[config.mk]
export PLATFORM = sky130hd
export DESIGN_NAME = ntlm_md4_password_hash_core_flat
export DESIGN_NICKNAME = d
export VERILOG_FILES = /design/src/rtl/ntlm_pkg.sv /design/src/rtl/ntlm_if.sv /design/src/rtl/ntlm_md4_round.sv /design/src/rtl/ntlm_md4_password_hash_core.sv /design/src/flat_wrapper.sv
export SDC_FILE = /design/constraint.sdc
export NUM_CORES = 2
export LEC_CHECK = 0
export BUFFER_PORTS_ARGS = -buffer_cell sky130_fd_sc_hd__buf_2
export CORE_UTILIZATION = 34
export DETAILED_ROUTE_END_ITERATION = 10
export PLACE_DENSITY = 0.47
export SLEW_MARGIN = 20
export SYNTH_ARGS = -nofsm -noshare
export SYNTH_HDL_FRONTEND = slang
export SYNTH_SLANG_ARGS = --single-unit
[constraint.sdc]
create_clock -name clk -period 9.43 [get_ports clk]
set_input_delay 1.886 -clock clk [delete_from_list [all_inputs] [get_ports clk]]
set_output_delay 1.886 -clock clk [all_outputs]
set_load 0.05 [all_outputs]
[src/rtl/ntlm_pkg.sv]
// Package: MD4 constants, step tables and shared types for the NTLM hash core.
package ntlm_pkg;

	localparam logic [31:0] MD4_INIT_A = 32'h67452301;
	localparam logic [31:0] MD4_INIT_B = 32'hefcdab89;
	localparam logic [31:0] MD4_INIT_C = 32'h98badcfe;
	localparam logic [31:0] MD4_INIT_D = 32'h10325476;
	localparam logic [31:0] MD4_K2     = 32'h5a827999;
	localparam logic [31:0] MD4_K3     = 32'h6ed9eba1;
	localparam logic [7:0]  PAD_MARK   = 8'h80;
	localparam logic [5:0]  LAST_STEP  = 6'd47;

	typedef struct packed {
		logic [31:0] a;
		logic [31:0] b;
		logic [31:0] c;
		logic [31:0] d;
	} md4_words_t;

	// block handling: plain data, first padding block, length-only block
	typedef enum logic [1:0] {
		PAD_NONE  = 2'd0,
		PAD_FIRST = 2'd1,
		PAD_EXTRA = 2'd2
	} pad_mode_t;

	function automatic logic [3:0] word_order(input logic [5:0] step);
		logic [3:0] i;
		i = step[3:0];
		case (step[5:4])
			2'd0:    word_order = i;
			2'd1:    word_order = {i[1:0], i[3:2]};
			default: word_order = {i[0], i[1], i[2], i[3]};
		endcase
	endfunction

	function automatic logic [4:0] rot_amount(input logic [5:0] step);
		case ({step[5:4], step[1:0]})
			4'b00_00: rot_amount = 5'd3;
			4'b00_01: rot_amount = 5'd7;
			4'b00_10: rot_amount = 5'd11;
			4'b00_11: rot_amount = 5'd19;
			4'b01_00: rot_amount = 5'd3;
			4'b01_01: rot_amount = 5'd5;
			4'b01_10: rot_amount = 5'd9;
			4'b01_11: rot_amount = 5'd13;
			4'b10_00: rot_amount = 5'd3;
			4'b10_01: rot_amount = 5'd9;
			4'b10_10: rot_amount = 5'd11;
			default:  rot_amount = 5'd15;
		endcase
	endfunction

endpackage

[src/rtl/ntlm_if.sv]
// Interfaces: character input channel and digest output channel.
interface ntlm_char_if;
	logic       valid;
	logic       ready;
	logic [7:0] char_byte;
	logic       char_valid;
	logic       last_char;

	modport source (output valid, char_byte, char_valid, last_char, input ready);
	modport sink (input valid, char_byte, char_valid, last_char, output ready);
endinterface

interface ntlm_digest_if;
	logic        valid;
	logic        ready;
	logic [63:0] digest_first;
	logic [63:0] digest_second;

	modport source (output valid, digest_first, digest_second, input ready);
	modport sink (input valid, digest_first, digest_second, output ready);
endinterface

[src/rtl/ntlm_md4_round.sv]
// One MD4 step: new word from a, f(b,c,d), message word and constant, then rotate roles.
module ntlm_md4_round (
	input  logic [5:0]          step,
	input  ntlm_pkg::md4_words_t words,
	input  logic [31:0]         x,
	output ntlm_pkg::md4_words_t next
);

	logic [31:0] f;
	logic [31:0] sum;
	logic [63:0] rot;

	always_comb begin
		case (step[5:4])
			2'd0:    f = (words.b & words.c) | (~words.b & words.d);
			2'd1:    f = ((words.b & words.c) | (words.b & words.d) | (words.c & words.d))
				+ ntlm_pkg::MD4_K2;
			default: f = (words.b ^ words.c ^ words.d) + ntlm_pkg::MD4_K3;
		endcase
		sum = words.a + f + x;
		rot = {sum, sum} << ntlm_pkg::rot_amount(step);
		// shift roles so the next target always sits in a
		next.a = words.d;
		next.b = rot[63:32];
		next.c = words.b;
		next.d = words.c;
	end

endmodule

[src/rtl/ntlm_md4_password_hash_core.sv]
// Top level: NTLM password hash (MD4 over UTF-16LE), one character per beat.
//
// Each input beat carries one 8-bit character, widened to two bytes and packed into
// a 64-byte block held in registers. Beats are taken only while idle. The beat that
// fills a block (every 32nd character) is followed by one load, 48 MD4 steps
// through a single shared round unit at one step per cycle, and one chaining add.
// A beat with last_char set adds one padded block, or two when fewer than nine
// bytes remain in the block, and then the digest is posted.
// The digest sits in an output register; input beats are taken while it waits, and
// only a following digest stalls until it is taken. After each digest the chaining
// values and byte count return to their initial values.
module ntlm_md4_password_hash_core (
	input  logic          clk,
	input  logic          arst_n,
	ntlm_char_if.sink     chars,
	ntlm_digest_if.source digest
);

	typedef enum logic [2:0] {
		S_IDLE,
		S_LOAD,
		S_COMP,
		S_ADD,
		S_DONE
	} state_t;

	state_t               state_q;
	ntlm_pkg::pad_mode_t  pad_q;
	ntlm_pkg::md4_words_t chain_q;
	ntlm_pkg::md4_words_t work_q;
	ntlm_pkg::md4_words_t work_next;
	logic [63:0]          cnt_q;
	logic [5:0]           step_q;
	logic                 last_q;
	logic                 out_valid_q;
	logic [63:0]          out_first_q;
	logic [63:0]          out_second_q;
	logic [31:0]          msg_q [16];
	logic [31:0]          x_word;
	logic [3:0]           x_idx;
	logic [5:0]           pos;
	logic [63:0]          bit_len;
	logic                 len_here;
	logic                 take;

	assign pos     = cnt_q[5:0];
	assign bit_len = {cnt_q[60:0], 3'b000};
	assign take    = chars.valid && chars.ready;
	assign x_idx   = ntlm_pkg::word_order(step_q);

	assign chars.ready          = (state_q == S_IDLE);
	assign digest.valid         = out_valid_q;
	assign digest.digest_first  = out_first_q;
	assign digest.digest_second = out_second_q;

	// padding is applied on the read side; stale words past the marker read as zero
	always_comb begin
		len_here = (pad_q == ntlm_pkg::PAD_EXTRA) ||
			((pad_q == ntlm_pkg::PAD_FIRST) && (pos[5:3] != 3'b111));
		x_word = msg_q[x_idx];
		if (pad_q != ntlm_pkg::PAD_NONE) begin
			if (len_here && (x_idx == 4'd14)) begin
				x_word = bit_len[31:0];
			end else if (len_here && (x_idx == 4'd15)) begin
				x_word = bit_len[63:32];
			end else if (pad_q == ntlm_pkg::PAD_EXTRA) begin
				x_word = '0;
			end else if (x_idx == pos[5:2]) begin
				x_word = pos[1] ? {8'h00, ntlm_pkg::PAD_MARK, msg_q[x_idx][15:0]}
					: {24'h000000, ntlm_pkg::PAD_MARK};
			end else if (x_idx > pos[5:2]) begin
				x_word = '0;
			end
		end
	end

	ntlm_md4_round u_round (
		.step  (step_q),
		.words (work_q),
		.x     (x_word),
		.next  (work_next)
	);

	// block buffer: each character lands as one little-endian halfword
	always_ff @(posedge clk) begin
		if (take && chars.char_valid) begin
			if (pos[1]) begin
				msg_q[pos[5:2]][31:16] <= {8'h00, chars.char_byte};
			end else begin
				msg_q[pos[5:2]][15:0] <= {8'h00, chars.char_byte};
			end
		end
	end

	always_ff @(posedge clk or negedge arst_n) begin
		if (!arst_n) begin
			state_q      <= S_IDLE;
			pad_q        <= ntlm_pkg::PAD_NONE;
			chain_q      <= '{ntlm_pkg::MD4_INIT_A, ntlm_pkg::MD4_INIT_B,
				ntlm_pkg::MD4_INIT_C, ntlm_pkg::MD4_INIT_D};
			work_q       <= '0;
			cnt_q        <= '0;
			step_q       <= '0;
			last_q       <= 1'b0;
			out_valid_q  <= 1'b0;
			out_first_q  <= '0;
			out_second_q <= '0;
		end else begin
			// S_DONE reloads the output register itself
			if (digest.ready && (state_q != S_DONE)) begin
				out_valid_q <= 1'b0;
			end
			unique case (state_q)
				S_IDLE: begin
					if (take) begin
						last_q <= chars.last_char;
						if (chars.char_valid) begin
							cnt_q <= cnt_q + 64'd2;
						end
						if (chars.char_valid && (pos == 6'd62)) begin
							state_q <= S_LOAD;
						end else if (chars.last_char) begin
							pad_q   <= ntlm_pkg::PAD_FIRST;
							state_q <= S_LOAD;
						end
					end
				end
				S_LOAD: begin
					work_q  <= chain_q;
					step_q  <= '0;
					state_q <= S_COMP;
				end
				S_COMP: begin
					work_q <= work_next;
					step_q <= step_q + 6'd1;
					if (step_q == ntlm_pkg::LAST_STEP) begin
						state_q <= S_ADD;
					end
				end
				S_ADD: begin
					chain_q.a <= chain_q.a + work_q.a;
					chain_q.b <= chain_q.b + work_q.b;
					chain_q.c <= chain_q.c + work_q.c;
					chain_q.d <= chain_q.d + work_q.d;
					if (pad_q == ntlm_pkg::PAD_NONE) begin
						if (last_q) begin
							pad_q   <= ntlm_pkg::PAD_FIRST;
							state_q <= S_LOAD;
						end else begin
							state_q <= S_IDLE;
						end
					end else if (!len_here) begin
						pad_q   <= ntlm_pkg::PAD_EXTRA;
						state_q <= S_LOAD;
					end else begin
						pad_q   <= ntlm_pkg::PAD_NONE;
						state_q <= S_DONE;
					end
				end
				S_DONE: begin
					if (!out_valid_q || digest.ready) begin
						out_valid_q  <= 1'b1;
						out_first_q  <= {chain_q.b, chain_q.a};
						out_second_q <= {chain_q.d, chain_q.c};
						chain_q      <= '{ntlm_pkg::MD4_INIT_A, ntlm_pkg::MD4_INIT_B,
							ntlm_pkg::MD4_INIT_C, ntlm_pkg::MD4_INIT_D};
						cnt_q        <= '0;
						state_q      <= S_IDLE;
					end
				end
				default: state_q <= S_IDLE;
			endcase
		end
	end

`ifndef SYNTHESIS
	// byte count only ever grows by two bytes per character, so it stays even
	a_cnt_even: assert property (@(posedge clk) disable iff (!arst_n) !cnt_q[0])
		else $error("byte count went odd");

	a_step_range: assert property (@(posedge clk) disable iff (!arst_n)
		(state_q == S_COMP) |-> (step_q <= ntlm_pkg::LAST_STEP))
		else $error("round step out of range");

	a_new_digest_restart: assert property (@(posedge clk) disable iff (!arst_n)
		((state_q == S_DONE) && (!out_valid_q || digest.ready)) |=>
			(out_valid_q && (cnt_q == 64'd0) && (chain_q.a == ntlm_pkg::MD4_INIT_A)))
		else $error("digest posted without restart of chaining state");

	a_pad_not_idle: assert property (@(posedge clk) disable iff (!arst_n)
		(pad_q != ntlm_pkg::PAD_NONE) |-> !chars.ready)
		else $error("input taken during padding");
`endif

endmodule
[src/flat_wrapper.sv]
// flat-port wrapper written by rule: the top's interface ports become plain ports
module ntlm_md4_password_hash_core_flat 
  (clk, arst_n, chars_valid, chars_char_byte, chars_char_valid, chars_last_char, chars_ready, digest_valid, digest_digest_first, digest_digest_second, digest_ready);
  ntlm_char_if chars_i ();
  ntlm_digest_if digest_i ();
  input  logic clk;
  input  logic arst_n;
  input wire logic [$bits(chars_i.valid)-1:0] chars_valid;
  input wire logic [$bits(chars_i.char_byte)-1:0] chars_char_byte;
  input wire logic [$bits(chars_i.char_valid)-1:0] chars_char_valid;
  input wire logic [$bits(chars_i.last_char)-1:0] chars_last_char;
  output wire logic [$bits(chars_i.ready)-1:0] chars_ready;
  output wire logic [$bits(digest_i.valid)-1:0] digest_valid;
  output wire logic [$bits(digest_i.digest_first)-1:0] digest_digest_first;
  output wire logic [$bits(digest_i.digest_second)-1:0] digest_digest_second;
  input wire logic [$bits(digest_i.ready)-1:0] digest_ready;
  assign chars_i.valid = chars_valid;
  assign chars_i.char_byte = chars_char_byte;
  assign chars_i.char_valid = chars_char_valid;
  assign chars_i.last_char = chars_last_char;
  assign chars_ready = chars_i.ready;
  assign digest_valid = digest_i.valid;
  assign digest_digest_first = digest_i.digest_first;
  assign digest_digest_second = digest_i.digest_second;
  assign digest_i.ready = digest_ready;
  ntlm_md4_password_hash_core u_core (.clk(clk), .arst_n(arst_n), .chars(chars_i), .digest(digest_i));
endmodule
# Word-level counts from Yosys, hierarchy flattened
# Memory sizes are Yosys's and may differ from the RTL's.
# Cells that the tools add are included.
classes:
  addsub: 10
  order_cmp: 1
  n_eq_ne: 22
  shift: 1
  muxes: 42
  bitwise: 10
  n_reduce_logical: 24
ops:
  columns: ["cell", "count"]
  rows:
  - ["$pmux 128 s2", 2]
  - ["$add 32x32->32", 6]
  - ["$mux 32", 6]
  - ["$mux 64", 3]
  - ["$and 32x32->32", 4]
  - ["$mux 128", 1]
  - ["$pmux 64 s2", 1]
  - ["$or 32x32->32", 3]
  - ["$add 32x31->32 const B", 2]
  - ["$add 64x2->64 const B", 1]
  - ["$pmux 32 s2", 1]
  - ["$shl 64x5->64", 1]
  - ["$xor 32x32->32", 2]
  - ["$not 32->32", 1]
  - ["$mux 24", 1]
  - ["$mux 3", 7]
  - ["$pmux 3 s5", 1]
  - ["$eq 6x6->1 const B", 2]
  - ["$mux 2", 6]
  - ["$pmux 6 s2", 1]
  - ["$mux 1", 10]
  - ["$reduce_bool 2->1", 5]
  - ["$ne 3x3->1 const B", 3]
  - ["$eq 4x4->1 const B", 2]
  - ["21 further kinds", 38]
totals:
  regBits: 461
  ramBits: 256
  rom_bits: 64
  in_bits: 14
  elab_cells: 128
  memories: 2
memory_table:
  columns: ["name", "words", "width", "rd", "rd_clocked_by_memory_dff", "write_ports", "line_no", "text"]
  rows:
  - ["u_core.msg_q", 16, 16, 1, 0, 1, "ntlm_md4_password_hash_core.sv:38", "logic [31:0] msg_q [16];"]
  - ["(name not given)", 16, 4, 1, 0, 0, "ntlm_pkg.sv:38", "case ({step[5:4], step[1:0]})"]

# Logic depth before layout (Yosys ltp)
depth:
  word_depth: 12
  mapped_depth: 33
  mapped_depth_nobuf: 29

# By module
# From an unflattened synthesis, not the netlist that was laid out.
unflattened:
  hier_cells: 4481
  hier_area_um2: 43302.8
by_module_without_submodules:
  columns: ["mod", "n_inst", "cells_each", "area_per_inst_um2"]
  rows:
  - ["ntlm_md4_password_hash_core", 1, 3329, 35129.9]
  - ["ntlm_md4_round", 1, 1152, 8172.8]

# Worst setup path after synthesis
# OpenSTA, ideal clock, no wires.
synth_path:
  path_kind: "register to register"
  start: "register u_core.step_q[4]"
  end: "register u_core.work_q[90] (netlist name)"
  setup_ns: 0.137
  t_arrival_ns: 6.725
  required_time_ns: 9.293
  slack_ns: 2.569
  path_stages_with_launch: 34
  period_less_slack_ns: 6.861
  path_cell_list: "dfrtp_1 clkbuf_1 nand2b_1 a21oi_1 a21oi_1 clkbuf_1 clkbuf_1 clkbuf_1 inv_1 ha_1 nor2b_1 o21a_1 o21ai_0 nand2b_1 inv_1 mux2i_1 o22ai_1 a22oi_1 fa_1 inv_1 ha_1 inv_1 fa_1 nand2b_1 a211oi_2 o2111ai_4 a21oi_2 a211oi_1 o21a_1 o31a_1 mux2_2 a211o_1 o221ai_1 a21oi_1"
synth_via:
  elab_chain_len: 12
  word_cells_on_any_way: 23
synth_rtl:
  columns: ["element", "line_no", "text"]
  rows:
  - ["start, declared", "ntlm_md4_password_hash_core.sv:33", "logic [5:0] step_q;"]
  - ["start signal, assigned", "ntlm_md4_password_hash_core.sv:135", "step_q <= step_q + 6'd1;"]
  - ["$eq 2x1->1 / $logic_not 2->1 (equally long branches)", "ntlm_pkg.sv:30, ntlm_md4_round.sv:14", null]
  - ["$pmux 4 s2", "ntlm_pkg.sv:30", "case (step[5:4])"]
  - ["$mem_v2 16x16 / $gt 4x4->1 (equally long branches)", null, null]
  - ["$mux 32 / $mux 24 (equally long branches)", "ntlm_md4_password_hash_core.sv:71, ntlm_md4_password_hash_core.sv:69", null]
  - ["$mux 32", "ntlm_md4_password_hash_core.sv:68", "end else if (x_idx == pos[5:2]) begin"]
  - ["$mux 32", "ntlm_md4_password_hash_core.sv:66", "end else if (pad_q == ntlm_pkg::PAD_EXTRA) begin"]
  - ["$mux 32", "ntlm_md4_password_hash_core.sv:64", "end else if (len_here && (x_idx == 4'd15)) begin"]
  - ["$mux 32", "ntlm_md4_password_hash_core.sv:62", "if (len_here && (x_idx == 4'd14)) begin"]
  - ["$mux 32", "ntlm_md4_password_hash_core.sv:61", "if (pad_q != ntlm_pkg::PAD_NONE) begin"]
  - ["$add 32x32->32", "ntlm_md4_round.sv:20", "sum = words.a + f + x;"]
  - ["$shl 64x5->64 (*)", "ntlm_md4_round.sv:21", "rot = {sum, sum} << ntlm_pkg::rot_amount(step);"]
  - ["$pmux 128 s2 (*)", "ntlm_md4_password_hash_core.sv:113", "unique case (state_q)"]
  - ["end signal, assigned", "ntlm_md4_password_hash_core.sv:129", "work_q <= chain_q;"]
  - ["end signal, assigned", "ntlm_md4_password_hash_core.sv:134", "work_q <= work_next;"]
  - ["end, declared", "ntlm_md4_password_hash_core.sv:30", "ntlm_pkg::md4_words_t work_q;"]
# Every way passes the cells marked *; elsewhere a longest branch is shown, timed or not.
# A chain may end at the register's enable or synchronous reset.

# Worst setup path after layout
layout_path:
  start: "register u_core.step_q[3]"
  end: "register u_core.work_q[87] (netlist name)"
layout_via:
  elab_chain_len: 11
  word_cells_on_any_way: 18
layout_rtl:
  columns: ["element", "line_no"]
  rows:
  - ["$pmux 4 s2 (*)", "ntlm_pkg.sv:30"]
  - ["$mem_v2 16x16 / $gt 4x4->1 (equally long branches)", null]
  - ["$mux 32 / $mux 24 (equally long branches)", "ntlm_md4_password_hash_core.sv:71, ntlm_md4_password_hash_core.sv:69"]
  - ["$mux 32", "ntlm_md4_password_hash_core.sv:68"]
  - ["$mux 32", "ntlm_md4_password_hash_core.sv:66"]
  - ["$mux 32", "ntlm_md4_password_hash_core.sv:64"]
  - ["$mux 32", "ntlm_md4_password_hash_core.sv:62"]
  - ["$mux 32 (*)", "ntlm_md4_password_hash_core.sv:61"]
  - ["$add 32x32->32 (*)", "ntlm_md4_round.sv:20"]
  - ["$shl 64x5->64 (*)", "ntlm_md4_round.sv:21"]
  - ["$pmux 128 s2 (*)", "ntlm_md4_password_hash_core.sv:113"]
# Marks and branches as above.

==> impl_metrics.csv <==
group,metric,value,unit
logic_synthesis,yosys.area.top_type,"dfrtp_1",
sta,fin_ws,1.74,ns
sta,finalSetupViolations,0,
clocking,clk-insertion-delay-late,0.74,ns
run,cap_violations,0,
placement,dpl.hpwl,109000,um
worst_setup_path,crit_type,"reg2reg",
logic_synthesis,yosysSeqAreaShare,0.454,
clocking,cts-root-buf,"clkbuf_16",
routing,antenna_left,0,
logic_synthesis,synth_top_family_by_area,"compound AO/OA/AOI/OAI gates",
sta,worst_pin_slew,1.12,ns
routing,drtIter0Drc,3502,
outcome,status,"finished clean",
floorplanning,fp.dieH,355,um
floorplanning,die_x,355,um
layout,layout-drive-gt1-share,0.126,
sta,finalCritPeriodShare,0.816,
logic_synthesis,synthCells,4350,
floorplanning,dieArea,126000,um^2
sta,max_freq,130,MHz
placement,placement.io_buffers,143,
logic_synthesis,yosys.area_share.simple,0.157,
logic_synthesis,synthMuxAreaShare,0.0544,
routing,drtPass1Iterations,7,
placement,gp_congestion,0.989,
grt,grt_max_degree,140,
grt,grt_util_all_layers,0.239,
layout,fillers,12500,
placement,placed_cell_area,44900,um^2
worst_setup_path,cp-end-kind,"flop",
worst_setup_path,crit_arrival,8.25,ns
worst_setup_path,critPathRequiredTime,9.99,ns
clocking,clkTransAtPathRegs,0.06,ns
grt,gr-total-overflow,0,
routing,vias,34200,
clocking,cts_hold_buf,0,
floorplanning,start_util,0.342,
clocking,numCtsBuffers,86,
grt,grt_antenna_before_repair,5,
routing,drc_errors,0,
clocking,clockBufferDepth,3,
logic_synthesis,ys_types,100,
logic_synthesis,synth_most_common_cell,"nand2_1",
sta,hold_violations,0,
layout,num-nets-final,4674,
grt,grt_pass1_wl,226000,um
logic_synthesis,synth_area_leaders,"dfrtp_1 23%, edfxtp_1 18%, nand2_1 7.1%",
clocking,cts_htree_levels,3,
worst_setup_path,rr_startpoint,"u_core.step_q[3]",
logic_synthesis,syn_area_per_cell,9.73,um^2
logic_synthesis,yosys-top-cells-count,"798 x nand2_1, 393 x dfrtp_1, 304 x nor2_1, 273 x o21ai_0, 270 x a21oi_1",
logic_synthesis,synthesis.area,42300,um^2
worst_setup_path,crit_start,"u_core.step_q[3]",
clocking,cts_sinks,713,
clocking,post_cts_resized,0,
logic_synthesis,yosys_warnings,0,
sta,slew_violations,0,
worst_setup_path,path_max_fanout,47,
logic_synthesis,ys.flop_type,"dfrtp_1",
layout,syn_to_final_growth,13.0,%
logic_synthesis,synth_edf_count,256,
floorplanning,rows,129,
placement,pre_cts_slack,1.81,ns
logic_synthesis,syn_nets,4599,
logic_synthesis,async_flop_share,0.641,
routing,viasPerCell,5.57,
routing,routed_wl,151000,um
logic_synthesis,synthAdderAreaFrac,0.0815,
clocking,cts_tree,"yes",
floorplanning,core,124000,um^2
sta,finalSetupTns,0,ns
logic_synthesis,synth-xor-area-share,0.0458,
sta,finalCriticalPeriod,7.69,ns
routing,routedWlPerCell,24.7,um
sta,fin_skew,0.0589,ns
hold_path,hold_class,"reg2reg",
logic_synthesis,synth-compound-area-share,0.174,
hold_path,hold_path_startpoint,"u_core.digest.digest_second[12]",
floorplanning,io-pin-count,144,
sta,rsz0062_at_grt,"no",
logic_synthesis,yosys.area.top_type_share,0.232,
layout,postLayoutCellArea,47800,um^2
grt,grt_pass1_vias,32900,
sta,slew_headroom,0.252,
logic_synthesis,ys_ff_latch,713,
worst_setup_path,critPathLaunchType,"flop",
clocking,cts_setup_buffers,0,
[layout by cell type (no fill, tap or decap), types with 100 or more instances in the layout]
cell / Yosys / routed
nand2_1: 798 / 796
nor2_1: 304 / 301
xor2_1: 119 / 119
xnor2_1: 100 / 100
dfrtp_1: 393 / 390
a21o_1: 103 / 103
o21ai_0: 273 / 270
ha_1: 167 / 167
buf_2: 16 / 142
edfxtp_1: 256 / 256
inv_1: 156 / 155
a21oi_1: 270 / 267
[layout make-up]
cell class                 count  area (um^2)  area share
antenna                        1         2.50   0.0000523
clock buffer                 123         2410      0.0504
clock inverter                39          479      0.0100
inverter                     156          586      0.0122
multi-input combinational   3259        21800       0.457
sequential                   713        19200       0.401
tap                         1637         2050      0.0428
timing repair buffer         209         1260      0.0263
[flip-flops by register name, indices dropped and copies added, names as in the netlist]
signal	cells
u_core.msg_q	256
u_core.last_q	1
u_core.chain_q	128
u_core.digest.digest_second	64
u_core.pad_q	2
u_core.digest.valid	1
u_core.step_q	6
u_core.cnt_q	60
u_core.digest.digest_first	64
u_core.work_q	128
u_core.state_q	3
[metrics by stage]
| step | cells | util | hold slack, ns |
|---|---|---|---|
| 4_1_cts | 6136 | 0.387 | 0.471 |
| 3_5_place_dp | 5974 | 0.364 | 0.457 |
| 5_1_grt | 6136 | 0.387 | 0.489 |
| 3_3_place_gp | 5974 | 0.364 | 0.453 |
| 6_report | 6137 | 0.387 | 0.463 |
| 2_1_floorplan | 4350 | - | 0.449 |
[worst max-delay path, cell delays in order, from the launching register on]
cell	delay [ns]
dfrtp_1	0.47
nand2_1	0.17
a21oi_1	0.12
a21oi_4	0.63
buf_4	0.72
mux4_2	0.43
mux4_2	0.53
o32ai_1	0.25
fa_1	0.50
inv_1	0.08
ha_1	0.29
o211ai_1	0.19
a21boi_0	0.11
o21ai_0	0.48
a32oi_1	0.40
a211oi_1	0.34
a21oi_1	0.06
o221ai_1	0.54
a21oi_1	0.25
a31o_2	0.33
a221oi_1	0.34
o311ai_0	0.24
[metal layers]
layer  vias to the layer above  GRT usage  routed length [um]
met3                       189     0.0415               10600
met1                     17100      0.354               71200
li1                      15800          -                   -
met5                         -          0                   0
met2                      1118      0.357               65600
met4                         0     0.0676                3850
[cells by family (layout without fill, tap and decap cells)]
kind of cell | after synthesis | after routing
buffers and inverters | 378 | 527
multiplexers | 144 | 144
AO/OA/AOI/OAI | 1139 | 1139
XOR/XNOR | 220 | 220
flip-flops | 713 | 713
other | 0 | 1
AND/OR/NAND/NOR | 1521 | 1521
adder cells (fa/ha/maj) | 235 | 235
[final timing paths]
path,endpoint,slack (ns),depth (start not counted)
worst max register to register,u_core.work_q[87],1.74,21
worst max-delay path,u_core.work_q[87],1.74,21
worst min-delay path,u_core.digest.digest_second[12],0.46,2
max in group asynchronous,u_core.state_q[2],6.79,2
worst min register to register,u_core.digest.digest_second[12],0.46,2
min in group asynchronous,u_core.digest.digest_first[16],1.17,1
Power is not shown: default switching activity piles up to over one toggle a cycle in this logic, so the estimate is an artifact.
